## config.mk

```make
export PLATFORM = sky130hd
export DESIGN_NAME = nts_ke_record_stream_parser
export DESIGN_NICKNAME = d
export VERILOG_FILES = /design/src/nkrp_pkg.sv /design/src/nkrp_front.sv /design/src/nkrp_queue.sv /design/src/nkrp_back.sv /design/src/nts_ke_record_stream_parser.sv
export SDC_FILE = /design/constraint.sdc
export NUM_CORES = 1
export LEC_CHECK = 0
export ABC_AREA = 1
export BUFFER_PORTS_ARGS = -buffer_cell sky130_fd_sc_hd__buf_2
export CAP_MARGIN = 25
export CORE_ASPECT_RATIO = 1.5
export CORE_MARGIN = 3
export CORE_UTILIZATION = 59
export DETAILED_ROUTE_END_ITERATION = 12
export MAX_ROUTING_LAYER = met4
export PLACE_DENSITY_LB_ADDON = 0.15
export SETUP_SLACK_MARGIN = 0.2
export SYNTH_ARGS = -nofsm -noshare
export SYNTH_HDL_FRONTEND = slang
export SYNTH_SLANG_ARGS = --single-unit
```

## constraint.sdc

```tcl
create_clock -name clk_i -period 5.35 [get_ports clk_i]
set_input_delay 0.8025 -clock clk_i [delete_from_list [all_inputs] [get_ports clk_i]]
set_output_delay 0.8025 -clock clk_i [all_outputs]
set_load 0.05 [all_outputs]
```

## src/nkrp_pkg.sv

```systemverilog
// Package for the NTS-KE record stream parser.
// Holds the result codes, register index and the front-to-back queue entry type.
// No dependencies.
`timescale 1ns / 1ps

package nkrp_pkg;

  // result_kind codes
  localparam logic [1:0] KIND_HEADER = 2'd0;
  localparam logic [1:0] KIND_BODY   = 2'd1;
  localparam logic [1:0] KIND_STATUS = 2'd2;

  // register word index of end_record_type
  localparam logic REG_END_TYPE = 1'b0;

  localparam logic [14:0] TYPE_MASK    = 15'h7FFF;
  localparam logic [1:0]  HEADER_LAST  = 2'd3;  // index of the fourth header byte

  // first result carried by a queue entry
  typedef enum logic [1:0] {
    PRIM_NONE   = 2'd0,
    PRIM_HEADER = 2'd1,
    PRIM_BODY   = 2'd2
  } prim_e;

  // all results caused by one input byte
  typedef struct packed {
    prim_e       prim;
    logic        crit;
    logic [14:0] rtype;
    logic [15:0] blen;
    logic [7:0]  data;
    logic        has_status;
    logic        ok;
  } entry_t;

endpackage

```

## src/nkrp_front.sv

```systemverilog
// Front end of the NTS-KE record parser: accepts stream bytes, tracks the record
// state and builds one queue entry per byte that causes results.
// Depends on nkrp_pkg.
`timescale 1ns / 1ps

module nkrp_front (
  input  logic                clk_i,
  input  logic                rst_ni,
  input  logic [14:0]         end_type_i,
  input  logic                in_valid_i,
  output logic                in_ready_o,
  input  logic [7:0]          stream_byte_i,
  input  logic                stream_end_i,
  input  logic                q_full_i,
  output logic                q_push_o,
  output nkrp_pkg::entry_t    q_entry_o
);

  typedef enum logic [2:0] {
    PH_HEADER = 3'b001,
    PH_BODY   = 3'b010,
    PH_DONE   = 3'b100
  } phase_e;

  phase_e      phase_q, phase_d;
  logic [1:0]  cnt_q, cnt_d;
  logic [23:0] hold_q, hold_d;
  logic [15:0] rem_q, rem_d;
  logic        ending_q, ending_d;

  logic        accept;
  logic [15:0] tf;
  logic [15:0] blen;
  logic [15:0] rem_dec;
  logic        is_end;
  nkrp_pkg::entry_t ent;

  assign in_ready_o = !q_full_i;
  assign accept     = in_valid_i && in_ready_o;

  assign tf      = hold_q[23:8];
  assign blen    = {hold_q[7:0], stream_byte_i};
  assign is_end  = ((tf[14:0] & nkrp_pkg::TYPE_MASK) == end_type_i);
  assign rem_dec = rem_q - 16'd1;

  // next state and entry for the current byte
  always_comb begin
    phase_d  = phase_q;
    cnt_d    = cnt_q;
    hold_d   = hold_q;
    rem_d    = rem_q;
    ending_d = ending_q;

    ent            = '0;
    ent.prim       = nkrp_pkg::PRIM_NONE;
    ent.has_status = 1'b0;
    ent.ok         = 1'b0;

    unique case (phase_q)
      PH_HEADER: begin
        if (cnt_q != nkrp_pkg::HEADER_LAST) begin
          hold_d = {hold_q[15:0], stream_byte_i};
          cnt_d  = cnt_q + 2'd1;
          if (stream_end_i) begin
            phase_d = PH_HEADER; cnt_d = '0; hold_d = '0; rem_d = '0; ending_d = 1'b0;
            ent.has_status = 1'b1;
          end
        end else begin
          ent.prim  = nkrp_pkg::PRIM_HEADER;
          ent.crit  = tf[15];
          ent.rtype = tf[14:0];
          ent.blen  = blen;
          cnt_d     = '0;
          hold_d    = '0;
          if (blen == 16'd0) begin
            // empty body: record completes here
            if (is_end) begin
              ent.has_status = 1'b1;
              ent.ok         = 1'b1;
              if (stream_end_i) begin
                phase_d = PH_HEADER; rem_d = '0; ending_d = 1'b0;
              end else begin
                phase_d = PH_DONE;
              end
            end else begin
              phase_d = PH_HEADER; rem_d = '0; ending_d = 1'b0;
              ent.has_status = stream_end_i;
            end
          end else if (stream_end_i) begin
            phase_d = PH_HEADER; rem_d = '0; ending_d = 1'b0;
            ent.has_status = 1'b1;
          end else begin
            phase_d  = PH_BODY;
            rem_d    = blen;
            ending_d = is_end;
          end
        end
      end
      PH_BODY: begin
        ent.prim = nkrp_pkg::PRIM_BODY;
        ent.data = stream_byte_i;
        rem_d    = rem_dec;
        if (rem_dec == 16'd0) begin
          if (ending_q) begin
            ent.has_status = 1'b1;
            ent.ok         = 1'b1;
            if (stream_end_i) begin
              phase_d = PH_HEADER; cnt_d = '0; hold_d = '0; ending_d = 1'b0;
            end else begin
              phase_d = PH_DONE;
            end
          end else begin
            phase_d = PH_HEADER; cnt_d = '0; hold_d = '0; ending_d = 1'b0;
            ent.has_status = stream_end_i;
          end
        end else if (stream_end_i) begin
          phase_d = PH_HEADER; cnt_d = '0; hold_d = '0; rem_d = '0; ending_d = 1'b0;
          ent.has_status = 1'b1;
        end
      end
      default: begin
        // done phase: drop bytes until the stream ends
        if (stream_end_i) begin
          phase_d = PH_HEADER; cnt_d = '0; hold_d = '0; rem_d = '0; ending_d = 1'b0;
        end
      end
    endcase
  end

  assign q_entry_o = ent;
  assign q_push_o  = accept && ((ent.prim != nkrp_pkg::PRIM_NONE) || ent.has_status);

  // parser state
  always_ff @(posedge clk_i or negedge rst_ni) begin
    if (!rst_ni) begin
      phase_q  <= PH_HEADER;
      cnt_q    <= '0;
      hold_q   <= '0;
      rem_q    <= '0;
      ending_q <= 1'b0;
    end else if (accept) begin
      phase_q  <= phase_d;
      cnt_q    <= cnt_d;
      hold_q   <= hold_d;
      rem_q    <= rem_d;
      ending_q <= ending_d;
    end
  end

endmodule

```

## src/nkrp_queue.sv

```systemverilog
// Short FIFO of result entries between parser front and result back end.
// Depends on nkrp_pkg.
`timescale 1ns / 1ps

module nkrp_queue #(
  parameter int unsigned DEPTH = 4
) (
  input  logic              clk_i,
  input  logic              rst_ni,
  input  logic              push_i,
  input  nkrp_pkg::entry_t  push_entry_i,
  input  logic              pop_i,
  output nkrp_pkg::entry_t  head_o,
  output logic              empty_o,
  output logic              full_o
);

  localparam int unsigned AW = (DEPTH > 1) ? $clog2(DEPTH) : 1;
  localparam int unsigned CW = $clog2(DEPTH + 1);

  nkrp_pkg::entry_t mem_q [DEPTH];
  logic [AW-1:0]    wr_ptr_q, rd_ptr_q;
  logic [CW-1:0]    count_q;
  logic             do_push, do_pop;

  assign empty_o = (count_q == '0);
  assign full_o  = (count_q == CW'(DEPTH));
  assign do_push = push_i && !full_o;
  assign do_pop  = pop_i && !empty_o;
  assign head_o  = mem_q[rd_ptr_q];

  // entry storage
  always_ff @(posedge clk_i) begin
    if (do_push) begin
      mem_q[wr_ptr_q] <= push_entry_i;
    end
  end

  // pointers and fill count
  always_ff @(posedge clk_i or negedge rst_ni) begin
    if (!rst_ni) begin
      wr_ptr_q <= '0;
      rd_ptr_q <= '0;
      count_q  <= '0;
    end else begin
      if (do_push) begin
        wr_ptr_q <= (wr_ptr_q == AW'(DEPTH - 1)) ? '0 : wr_ptr_q + AW'(1);
      end
      if (do_pop) begin
        rd_ptr_q <= (rd_ptr_q == AW'(DEPTH - 1)) ? '0 : rd_ptr_q + AW'(1);
      end
      if (do_push && !do_pop) begin
        count_q <= count_q + CW'(1);
      end else if (do_pop && !do_push) begin
        count_q <= count_q - CW'(1);
      end
    end
  end

endmodule

```

## src/nkrp_back.sv

```systemverilog
// Back end of the NTS-KE record parser: takes queue entries and sends their
// one or two results out, one beat per cycle while out_ready_i is high.
// Depends on nkrp_pkg.
`timescale 1ns / 1ps

module nkrp_back (
  input  logic              clk_i,
  input  logic              rst_ni,
  input  nkrp_pkg::entry_t  head_i,
  input  logic              empty_i,
  output logic              pop_o,
  output logic              out_valid_o,
  input  logic              out_ready_i,
  output logic [1:0]        result_kind_o,
  output logic              flag_critical_o,
  output logic [14:0]       record_type_o,
  output logic [15:0]       body_length_o,
  output logic [7:0]        body_byte_o,
  output logic              stream_ok_o,
  output logic              last_result_o
);

  nkrp_pkg::entry_t cur_q;
  logic             valid_q;
  logic             second_q;  // presenting the status result
  logic             beat, finish;

  assign beat   = valid_q && out_ready_i;
  assign finish = second_q || !cur_q.has_status;
  assign pop_o  = !empty_i && (!valid_q || (beat && finish));

  // control
  always_ff @(posedge clk_i or negedge rst_ni) begin
    if (!rst_ni) begin
      valid_q  <= 1'b0;
      second_q <= 1'b0;
    end else if (pop_o) begin
      valid_q  <= 1'b1;
      second_q <= (head_i.prim == nkrp_pkg::PRIM_NONE);
    end else if (beat) begin
      if (finish) begin
        valid_q <= 1'b0;
      end else begin
        second_q <= 1'b1;
      end
    end
  end

  // entry payload
  always_ff @(posedge clk_i) begin
    if (pop_o) begin
      cur_q <= head_i;
    end
  end

  // result decode; unused fields are zero
  always_comb begin
    result_kind_o   = nkrp_pkg::KIND_STATUS;
    flag_critical_o = 1'b0;
    record_type_o   = '0;
    body_length_o   = '0;
    body_byte_o     = '0;
    stream_ok_o     = 1'b0;
    last_result_o   = 1'b1;
    if (second_q) begin
      stream_ok_o = cur_q.ok;
    end else if (cur_q.prim == nkrp_pkg::PRIM_HEADER) begin
      result_kind_o   = nkrp_pkg::KIND_HEADER;
      flag_critical_o = cur_q.crit;
      record_type_o   = cur_q.rtype;
      body_length_o   = cur_q.blen;
      last_result_o   = !cur_q.has_status;
    end else begin
      result_kind_o = nkrp_pkg::KIND_BODY;
      body_byte_o   = cur_q.data;
      last_result_o = !cur_q.has_status;
    end
  end

  assign out_valid_o = valid_q;

endmodule

```

## src/nts_ke_record_stream_parser.sv

```systemverilog
// Top level of the NTS-KE record stream parser: APB register, parser front,
// result queue and result back end.
// Depends on nkrp_pkg, nkrp_front, nkrp_queue, nkrp_back.
//
//  channel  | direction | handshake             | beat
//  ---------+-----------+-----------------------+------------------------------
//  in       | input     | in_valid_i/in_ready_o | one stream byte + end flag
//  out      | output    | out_valid_o/out_ready_i | one result (header/body/status)
//  apb      | input     | psel/penable/pready   | end_record_type write/read
//
// Cycles: one byte is taken per cycle while the queue has room; each byte
// causes zero, one or two results, and the back end sends one result per cycle
// while out_ready_i is high. The QUEUE_DEPTH-entry queue absorbs output stalls;
// in_ready_o drops only when it is full. Reset: async active low, parser
// returns to the header phase and end_record_type clears to 0.
`timescale 1ns / 1ps

module nts_ke_record_stream_parser #(
  parameter int unsigned QUEUE_DEPTH = 4
) (
  input  logic        clk_i,
  input  logic        rst_ni,
  // APB configuration
  input  logic        psel,
  input  logic        penable,
  input  logic        pwrite,
  input  logic [2:0]  paddr,
  input  logic [31:0] pwdata,
  output logic [31:0] prdata,
  output logic        pready,
  // byte stream in
  input  logic        in_valid_i,
  output logic        in_ready_o,
  input  logic [7:0]  stream_byte_i,
  input  logic        stream_end_i,
  // results out
  output logic        out_valid_o,
  input  logic        out_ready_i,
  output logic [1:0]  result_kind_o,
  output logic        flag_critical_o,
  output logic [14:0] record_type_o,
  output logic [15:0] body_length_o,
  output logic [7:0]  body_byte_o,
  output logic        stream_ok_o,
  output logic        last_result_o
);

  logic [14:0]      end_type_q;
  logic             reg_hit;
  logic             q_push, q_pop, q_full, q_empty;
  nkrp_pkg::entry_t q_in, q_head;

  // configuration register
  assign pready  = 1'b1;
  assign reg_hit = (paddr[2] == nkrp_pkg::REG_END_TYPE);
  assign prdata  = reg_hit ? {17'd0, end_type_q} : 32'd0;

  always_ff @(posedge clk_i or negedge rst_ni) begin
    if (!rst_ni) begin
      end_type_q <= '0;
    end else if (psel && penable && pwrite && reg_hit) begin
      end_type_q <= pwdata[14:0];
    end
  end

  nkrp_front u_front (
    .clk_i         (clk_i),
    .rst_ni        (rst_ni),
    .end_type_i    (end_type_q),
    .in_valid_i    (in_valid_i),
    .in_ready_o    (in_ready_o),
    .stream_byte_i (stream_byte_i),
    .stream_end_i  (stream_end_i),
    .q_full_i      (q_full),
    .q_push_o      (q_push),
    .q_entry_o     (q_in)
  );

  nkrp_queue #(
    .DEPTH (QUEUE_DEPTH)
  ) u_queue (
    .clk_i        (clk_i),
    .rst_ni       (rst_ni),
    .push_i       (q_push),
    .push_entry_i (q_in),
    .pop_i        (q_pop),
    .head_o       (q_head),
    .empty_o      (q_empty),
    .full_o       (q_full)
  );

  nkrp_back u_back (
    .clk_i           (clk_i),
    .rst_ni          (rst_ni),
    .head_i          (q_head),
    .empty_i         (q_empty),
    .pop_o           (q_pop),
    .out_valid_o     (out_valid_o),
    .out_ready_i     (out_ready_i),
    .result_kind_o   (result_kind_o),
    .flag_critical_o (flag_critical_o),
    .record_type_o   (record_type_o),
    .body_length_o   (body_length_o),
    .body_byte_o     (body_byte_o),
    .stream_ok_o     (stream_ok_o),
    .last_result_o   (last_result_o)
  );

endmodule

```

## Word-level counts from Yosys, hierarchy flattened

Memories as Yosys holds them, arrays and structs flattened.
Cells that the tools add are included.

- Muxes and demuxes: 79
- Equal/unequal tests: 9
- Reduce and logical (&&, ||, !) cells: 31
- Bitwise operators: 1
- Add/sub/neg operators: 6

Operators by type and width:

| operator | count |
|---|---|
| $mux W16 | 9 |
| $mux W24 | 5 |
| $pmux W24 S2 | 1 |
| $mux W15 | 3 |
| $mux W33 | 1 |
| $logic_not A16 Y1 | 2 |
| $mux W1 | 32 |
| $mux W32 | 1 |
| $pmux W16 S2 | 1 |
| $mux W3 | 9 |
| $mux W8 | 3 |
| $mux W2 | 9 |
| $sub A16 B1 Y16 const B | 1 |
| $eq A15 B15 Y1 | 1 |
| $logic_and A1 B1 Y1 | 12 |
| $pmux W2 S2 | 3 |
| $reduce_bool A2 Y1 | 4 |
| $add A2 B1 Y2 const B | 3 |
| $logic_not A1 Y1 | 6 |
| $pmux W3 S2 | 1 |
| $eq A2 B2 Y1 const B | 2 |
| $ne A2 B2 Y1 const B | 2 |
| $reduce_and A2 Y1 | 2 |
| $add A3 B1 Y3 const B | 1 |
| other kinds (10) | 12 |

- Word-level logic and storage cells: 145
- Input bits: 51
- RAM bits: 176
- Memories kept: 1
- Register bits after elaboration: 114
- Output and inout bits: 79

Memories:

| name | words | bits a word | read ports | clocked after Yosys merged registers in | wr ports | RTL line | text |
|---|---|---|---|---|---|---|---|
| u_queue.mem_q | 4 | 44 | 1 | 0 | 1 | nkrp_queue.sv:21 | `nkrp_pkg::entry_t mem_q [DEPTH];` |

## Longest topological paths before layout

- Word-level depth: 12
- Depth in mapped cells: 21
- Depth with buffers taken out: 21

## Hierarchy

A second synthesis with hierarchy kept.

- Cell total of the unflattened synthesis: 1563
- Area total of the unflattened synthesis: 14629.0 um^2

By module, submodules not included:

| module | area an instance (um^2) | instances | cells each | sequential area each (um^2) |
|---|---|---|---|---|
| nkrp_queue | 7542.2 | 1 | 574 | 5460.2 |
| nkrp_front | 4365.4 | 1 | 718 | 1152.4 |
| nkrp_back | 1816.7 | 1 | 151 | 1371.3 |
| nts_ke_record_stream_parser | 904.6 | 1 | 120 | 375.4 |

## Worst setup path before layout

No wires, ideal clock.

- Path type: input-to-reg
- Start point: in out_ready_i
- End point: reg u_queue.count_q[1]
- Buffers on the path: 0
- Library setup time: 0.125 ns
- Stages: 9
- Data arrival time: 4.423 ns
- Slack: 0.802 ns
- Cells stage by stage: nand2_1 -> o21ai_0 -> inv_1 -> nor2_1 -> inv_1 -> ha_1 -> inv_1 -> fa_1 -> mux2_2

- Longest elaborated chain between the ends: 8
- Elaborated cells between the ends (all ways): 10
- Classes of those cells: mux: 1; reduce/logical: 9

RTL lines:

| what | RTL line | text |
|---|---|---|
| start, declared | nts_ke_record_stream_parser.sv:38 | `input logic out_ready_i,` |
| $logic_and A1 B1 Y1 * | nkrp_back.sv:28 | `assign beat = valid_q && out_ready_i;` |
| $logic_and A1 B1 Y1 * | nkrp_back.sv:30 | `assign pop_o = !empty_i && (!valid_q \|\| (beat && finish));` |
| $logic_or A1 B1 Y1 * | nkrp_back.sv:30 |  |
| $logic_and A1 B1 Y1 * | nkrp_back.sv:30 |  |
| named net q_pop | nts_ke_record_stream_parser.sv:50 | `logic q_push, q_pop, q_full, q_empty;` |
| $logic_and A1 B1 Y1 * | nkrp_queue.sv:29 | `assign do_pop = pop_i && !empty_o;` |
| $logic_not A1 Y1 | nkrp_queue.sv:52 | `if (do_push && !do_pop) begin` |
| $logic_and A1 B1 Y1 | nkrp_queue.sv:52 |  |
| $mux W3 or $reduce_bool A2 Y1 (tied branches) | - |  |
| end signal, assigned | nkrp_queue.sv:53 | `count_q <= count_q + CW'(1);` |
| end signal, assigned | nkrp_queue.sv:55 | `count_q <= count_q - CW'(1);` |
| end, declared | nkrp_queue.sv:23 | `logic [CW-1:0] count_q;` |

Mark *: on every way through the listed nets, which the timed path passes. The rest lies on a longest branch.
A chain may end at the register's enable or synchronous reset.

==> impl_results.md <==
- Fin Setup TNS: 0 ns
- Reg2reg start: u_front.phase_q[0]$_DFFE_PN1P_
- Pleak: between 6 and 7 nW
- Synth warnings: 0
- Gpl congestion: about 0.91
- Congestion Overflow GR: 0
- Average cell area after synthesis: roughly 10 um^2
- Flops & latches, synth: 290
- Crit path max fanout: 28
- Number of distinct library cells after synthesis: 44
- Slew Limit Fails: 0
- Num ports: 130
- Crit path DAT: 3.72 ns
- Slew headroom: between 30% and 40%
- Critical path's top delay family: simple AND/OR/NAND/NOR gates
- Top cells by area, synth: edfxtp_1 49%, dfrtp_1 13%, nor2_1 8.9%, inv_1 4.3%, o21ai_0 3.8%
- # H-tree levels: 1
- PnR worst setup slack: ~1.8 ns
- Root Driver: clkbuf_16
- Detailed placement HPWL: ~18000 um
- Hold_buf cts: 0
- Largest area contributor in the netlist: edfxtp_1
- Max cap viols: 0
- Final Hold Viols: 0
- VDD IR max: between 0.3 and 0.4 mV
- Starting Density: about 60%
- Power per cell area: 597 nW/um^2
- Worst path max stage delay: just under 0.7 ns
- Num CTS Buffers: 27
- Final setup vio count: 0
- Chip height: ~190 um
- Global-route wire length before repair: between 40000 and 50000 um
- Yosys top cell area share: between 40% and 50%
- Core ar.: 22000 um^2
- Post-synthesis sequential area ratio: approximately 62%
- Worst slew pin tran: 1.04 ns
- Fin nets: 1465
- Reg2reg path depth: 9
- Remaining antenna violation count: 0
- # diodes: 0
- Vias in the first global route: between 9k and 10k
- Share of cells above drive strength 1: between 10% and 20%
- Status: finished, final reports clean
- Setup Skew: 0.0124 ns
- Die W: between 100 and 150 um
- Post-cts sizing count: 0
- Routed len/inst: between 15 and 20 um
- Crit path cell chain: inv_2 > nor3_4 > inv_4 > nor2_8 > nand3_1 > nand4_1 > nand2_2 > nor2_4 > buf_4
- WS Path Type: reg -> reg
- Fillers: around 1.7k
- Worst reg2reg path endpoint: u_queue.mem_q[3][21]$_DFFE_PP_
- Maximum number of pins on one net before global-route repair: slightly above 90
- Total wire length: about 29000 um
- Die Area: approximately 25000 um^2
- Area growth syn-to-layout: 11.5%
- CTS tree: done
- Bufs and invs on worst path: 3
- Critical path data required time: roughly 5.5 ns
- Clk buf depth: 3
- Vias per cell: around 5.6
- Total power: approximately 0.009 W
- Post-Place Worst Slack: 1.77 ns
- Drt initial violations: roughly 800
- Gate Count Post-Synth: 1335
- Reg-to-reg slack, setup: 1.80 ns
- Gr usage total: 24.5%
- # clock sinks: 290
- Vias: approximately 9.5k
- DR pass1 iterations: 5
- Final worst-path cycle share: around 66%
- Synthesized area: roughly 13000 um^2
- RSZ-0062 raised after global routing: false
- Hold WC Path Type: in -> async
- Fmax: about 280 MHz
- Row Count: between 60 and 70
- Clock slew at reported path FFs: 0.06 ns
- DRC: 0
- Port Buf Inserts: 92
- Minimum clock period: between 3 and 4 ns
- Slowest library cell on the worst path: nor3_4
- Initial antenna violation count: 0
- Clk_lat worst skew: 0.52 ns
- CP endpoint kind: flip-flop
- Post-CTS Setup Repair Bufs: 0
- CP Launch Type: flip-flop
## state kept, by name, indices dropped and copies added (netlist names), 3 cells and up
signal / flops
u_queue.count_q: 3
u_back.cur_q: 44
u_front.phase_q: 3
end_type_q: 15
u_front.hold_q: 24
u_queue.mem_q: 176
u_front.rem_q: 16
## kinds of logic after synthesis
group,share of synthesized area [%]
AO/OA/AOI/OAI,10.9
flip-flops,62.4
adder cells (fa/ha/maj),0.989
buffers and inverters,7.70
AND/OR/NAND/NOR,16.6
multiplexers,0.0840
XOR/XNOR,1.31
other,0.0560
## cell type report
cell class                 instances  area, um^2  share of cell area [%]
timing repair buffer             108         624                    4.18
clock buffer                      39         771                    5.16
multi-input combinational        818        4110                    27.5
inverter                         159         599                    4.01
tap                              272         340                    2.28
sequential                       290        8360                    56.0
clock inverter                    10         135                   0.904
## per-stage QoR
step / instance area (um^2) / hold slack (ns) / util [%] / cells
floorplan: 13500 / 0.469 / - / 1351
global placement: 14000 / 0.487 / 63.4 / 1644
detailed placement: 14000 / 0.494 / 63.7 / 1647
CTS: 14900 / 0.150 / 67.8 / 1696
global route: 14900 / 0.154 / 67.8 / 1696
finish: 14900 / 0.167 / 67.8 / 1696
## cells in the final DEF, fill, tap and decap left out, drive strengths merged, types with 18 or more instances in the layout
master / netlist / routed
nor2: 325 / 325
nand2: 122 / 122
buf: 30 / 108
clkbuf: 54 / 39
a21oi: 71 / 71
conb: 2 / 18
nand3: 42 / 42
edfxtp: 220 / 220
o22ai: 48 / 48
dfrtp: 69 / 69
o21ai: 111 / 111
inv: 158 / 157
## cells in the mapped netlist (all sizes together)
cell type and instances:
nor2 325, edfxtp 220, inv 158, nand2 122, o21ai 111, a21oi 71
dfrtp 69, clkbuf 54, o22ai 48, nand3 42, buf 30, o211ai 15
xor2 14, nand3b 10, ha 9, nand4 8, nor3 8, xnor2 6
a221oi 3, a22oi 2, a31oi 2, conb 2, clkinv 1, dfstp 1
fa 1, mux2 1, o21bai 1, o31ai 1
## how the worst max path moves through the flow
stage,startpoint,endpoint,cells past startpoint
after floorplan,out_ready_i,u_queue.count_q[1]$_DFFE_PN0P_,9
after CTS,u_front.phase_q[1]$_DFFE_PN0P_,u_queue.mem_q[3][9]$_DFFE_PP_,9
after global placement,u_front.phase_q[1]$_DFFE_PN0P_,u_queue.mem_q[3][15]$_DFFE_PP_,9
final,u_front.phase_q[0]$_DFFE_PN1P_,u_queue.mem_q[3][21]$_DFFE_PP_,9
after global routing,u_front.rem_q[0]$_DFFE_PN0P_,u_queue.mem_q[3][0]$_DFFE_PP_,15
after detailed placement,u_front.phase_q[1]$_DFFE_PN0P_,u_queue.mem_q[3][15]$_DFFE_PP_,9
## report_power, final
group	total (W)	internal [W]	switching, W
sequential	0.00358	0.00321	0.000375
combinational	0.00342	0.000933	0.00248
clock	0.00192	0.00115	0.000776
## worst reg2reg max path, cell delays in order (launching register included)
cell and delay, ns:
dfstp_2 0.58, inv_2 0.06, nor3_4 0.69, inv_4 0.13, nor2_8 0.19, nand3_1 0.17
nand4_1 0.19, nand2_2 0.20, nor2_4 0.48, buf_4 0.49
## per-layer routing
metal  vias up  part of all wire, %  GRT usage (%)
met1      4555                   40           31.2
met4         0                  2.4           6.87
met3        51                  6.4           2.44
met5         -                    0              -
met2       344                   51           41.9
li1       4563                    -              -
(Power assumes the default switching activity.)
